[config.mk]
export PLATFORM = sky130hd
export DESIGN_NAME = lobm_ram
export DESIGN_NICKNAME = d
export VERILOG_FILES = /design/src/rtl/lobm_ram.sv
export SDC_FILE = /design/constraint.sdc
export NUM_CORES = 1
export LEC_CHECK = 0
export BUFFER_PORTS_ARGS = -buffer_cell sky130_fd_sc_hd__buf_2
export CAP_MARGIN = 25
export CORE_ASPECT_RATIO = 2
export CORE_UTILIZATION = 43
export CTS_BUF_LIST = sky130_fd_sc_hd__clkbuf_8 sky130_fd_sc_hd__clkbuf_16
export DETAILED_ROUTE_END_ITERATION = 6
export PLACE_DENSITY_LB_ADDON = 0.08
export RECOVER_POWER = 50
export SLEW_MARGIN = 10
export SYNTH_ARGS = -nofsm -noshare
export SYNTH_HDL_FRONTEND = slang
export SYNTH_SLANG_ARGS = --single-unit
[constraint.sdc]
create_clock -name clk -period 1.83 [get_ports clk]
set_input_delay 0.0915 -clock clk [delete_from_list [all_inputs] [get_ports clk]]
set_output_delay 0.0915 -clock clk [all_outputs]
set_load 0.01 [all_outputs]
[src/rtl/lobm_ram.sv]
// Generic single-port-write, single-read RAM with registered read data.
`default_nettype none
module lobm_ram #(
  parameter int unsigned WIDTH = 8,
  parameter int unsigned DEPTH = 32,
  parameter int unsigned AW = (DEPTH > 1) ? $clog2(DEPTH) : 1
) (
  input  wire logic             clk,
  input  wire logic             we,
  input  wire logic [AW-1:0]    waddr,
  input  wire logic [WIDTH-1:0] wdata,
  input  wire logic [AW-1:0]    raddr,
  output logic      [WIDTH-1:0] rdata
);
  logic [WIDTH-1:0] mem [DEPTH];

  always_ff @(posedge clk) begin
    if (we) mem[waddr] <= wdata;
    rdata <= mem[raddr];
  end
endmodule
`default_nettype wire

# --- After elaboration in Yosys (flattened, before gate mapping) ---
# Memory sizes are Yosys's and may differ from the RTL's. A register that Yosys moved wholly into a read port is not among the register bits.
# Index checks and enable logic that the tools add are counted.
word_totals:
  register_bits: 0
  mem_bits_rw: 256
  input_bits: 20
  out_inout_bits: 8
  elab_cells: 3
  n_memories: 1
memory_table:
  columns: ["name", "words", "width", "rd", "rd_ports_with_merged_regs", "wr", "line_no", "source"]
  rows:
  - ["mem", 32, 8, 1, 1, 1, "15", "logic [WIDTH-1:0] mem [DEPTH];"]
op_classes:
  n_mux: 2
ops:
  columns: ["cell", "n"]
  rows:
  - ["$mux W1", 2]

# --- Depth between registers and ports, before layout ---
depth:
  ltp_word: 2
  depth_mapped: 5

# --- Worst setup path before layout ---
# No wires, ideal clock.
synth_timing:
  kind: "input -> register"
  startpoint: "input port raddr[2]"
  endpoint: "register rdata[0], read port of mem"
  t_arrival_ps: 1773
  path_slack_ps: -64
  stages: 5
  n_path_buf: 2
  cell_sequence: "clkbuf_1 > clkbuf_1 > mux4_2 > mux4_2 > mux2_2"
synth_rtl:
  columns: ["element", "line_no", "source"]
  rows:
  - ["start: declaration", "12", "input wire logic [AW-1:0] raddr,"]
  - ["end: declaration", "13", "output logic [WIDTH-1:0] rdata"]

==> out/results.ini <==
[run_status]
status=complete, but fails checks
violations=capacitance limit, slew limit, setup timing

[synthesis]
yosys_warnings=0
synth-edff-count=256
synthFlopType=edfxtp_1
yosysUniqueCellTypes=15
synth_area_leaders=edfxtp_1 76%, mux4_2 18%, dfxtp_1 1.6%
synth.avg_cell_area_um2=24.1
yosysMostFrequentCell=edfxtp_1
yosysTopAreaCell=edfxtp_1
syn-cell-area_um2=10100
synth_common_cells=256 x edfxtp_1, 80 x mux4_2, 33 x nor2_1
synth-seq-cells=264
synth_nets=437
ys_seq_area_frac=0.781
async_flop_share=0
synth_top_area_share=0.765
netlist_instances=417

[grt]
grt_pass1_vias=4923
track_usage=0.211
grt_max_degree=33
antenna_found_initial=0
grt_pass1_wl_um=34200
grt.overflow.total=0

[timing]
hold_violations=0
tns_ps=-3.35
rsz0062_at_grt=yes
maxSlewViolCount=165
setup_ws_ps=-3.35
fmax_ghz=0.545
maxSlewHeadroom=-0.123
tightest_slew_ps=1690
timing.hold.ws_ps=20.0
finalSetupViolations=1
finalCritPeriodShare=1.00
clock_skew_ps=11.6
fin_crit_ps=1830

[final_layout]
finish.net_count=512
final_area_um2=11600
layout-drive-gt1-share=0.367
area_growth_pct=15.8
diodes=0
final_cells=790

[clocking]
cts_sinks=264
cts_root_buffer=clkbuf_16
post_cts_buffers=0
h-tree-depth=1
cts_inserted_buffers=24
clockBufferDepth=3
clk_pin_slew_worst_paths_ps=70
cts_tree=yes
clock_latency_ps=520

[worst_setup_path]
crit_buf_inv=0
cp_data_arrival_time_ps=2240
reg2reg_slack_ps=-3
path_delay_family=multiplexers
worstPathMaxFanout=1
start_kind=register
critPathRequiredTime_ps=2240
slowest_stage=mux4_2
crit_chain=mux4_2 -> mux4_2 -> mux2_2
cpMostUsedCell=mux4_2
setup.worst_path.end_class=register
critPathKind=reg -> reg
slowest_delay_ps=560

[placed_design]
dp_cells=746
placed_area_um2=10800
port_buffers=27
gp_congestion=0.758
dp_hpwl_um=15300

[die]
die-area_um2=24000
die_h_um=218
num_io_pins=28
core_um2=22800
start_util=0.440
die_x_um=110
rows=78

[routing]
via_per_inst=5.79
route.detailed.drc=0
drtIter0Drc=240
drt.antenna.violating_nets=0
firstDrtPassIters=4
vias=4577
wire_per_inst_um=29.7
wirelength_um=23400

[power]
peakVddDrop_mv=0.862
power_density_nw_per_um2=1070
p_leak_uw=0.00372

[job]
cap_viol_max_count=5

[min_path]
worstHoldPathType=in -> reg

[final cells by class]
type | count | area [µm²]
clock buffers | 28 | 667
multi-input cells | 133 | 2100
clock inverters | 16 | 145
fillers | 1853 | 11200
repair buffers | 69 | 526
well taps | 280 | 350
flip-flops and latches | 264 | 7850
[per-layer routing]
metal  GRT usage  up-vias  wire [µm]
met1       0.253     2478       8570
met3      0.0227       46        948
met5           0        -          0
met4       0.104        0       1100
li1            -     1925          -
met2       0.371      128      12800
[per-stage QoR]
| step | util | total power [µW] | setup WS (ps) |
|---|---|---|---|
| after floorplan | - | 7240 | 53.0 |
| after global placement | 0.475 | 7580 | -210 |
| after global routing | 0.510 | 12900 | -35.0 |
| after detailed placement | 0.475 | 7590 | -206 |
| after CTS | 0.510 | 12700 | -40.8 |
| final | 0.510 | 12500 | -3.35 |
[final timing paths]
kind | from | to | cells past startpoint
hold reg to reg | mem[14][2]$_DFFE_PP_ | rdata[2]$_DFF_P_ | 3
hold / removal | raddr[3] | rdata[7]$_DFF_P_ | 2
setup / recovery | mem[28][3]$_DFFE_PP_ | rdata[3]$_DFF_P_ | 3
setup reg to reg | mem[28][3]$_DFFE_PP_ | rdata[3]$_DFF_P_ | 3
[registers in the layout, indices dropped and copies added (netlist names)]
register	cells
mem	256
rdata	8
[kinds of logic after synthesis]
logic type    Yosys count  share of synthesized area
flops                 264                      0.781
mux                    88                      0.188
simple gates           45                     0.0207
buf+inv                20                     0.0106
[power by group]
part           internal (µW)  total, µW  switching [µW]  leakage, µW
clock                   2900       5060            2160     0.000415
combinational            301        682             381     0.000930
sequential              6730       6760            31.6      0.00237
[placed cells by master, fill, tap and decap left out]
cell and instances:
edfxtp_1 256, mux4_2 80, buf_4 35, nor2_1 33, clkbuf_16 25, buf_2 17, clkbuf_1 10, dfxtp_1 8
mux2_2 7, buf_12 7, inv_1 6, nand3b_1 5, or3b_2 3, clkbuf_8 3, nand3_1 2, bufinv_16 2
clkinvlp_4 2, clkinv_2 2, clkinv_4 2, nand2_1 1, or3_1 1, mux2_4 1, clkinv_8 1, clkinv_1 1
[what timing repair did]
item / CTS / global route
setup endpoints to repair: 2 / 4
pin swaps: 0 / 0
hold buffers: 0 / 0
resized for setup: 1 / 0
No activity file was read; power rests on OpenSTA's default activity.
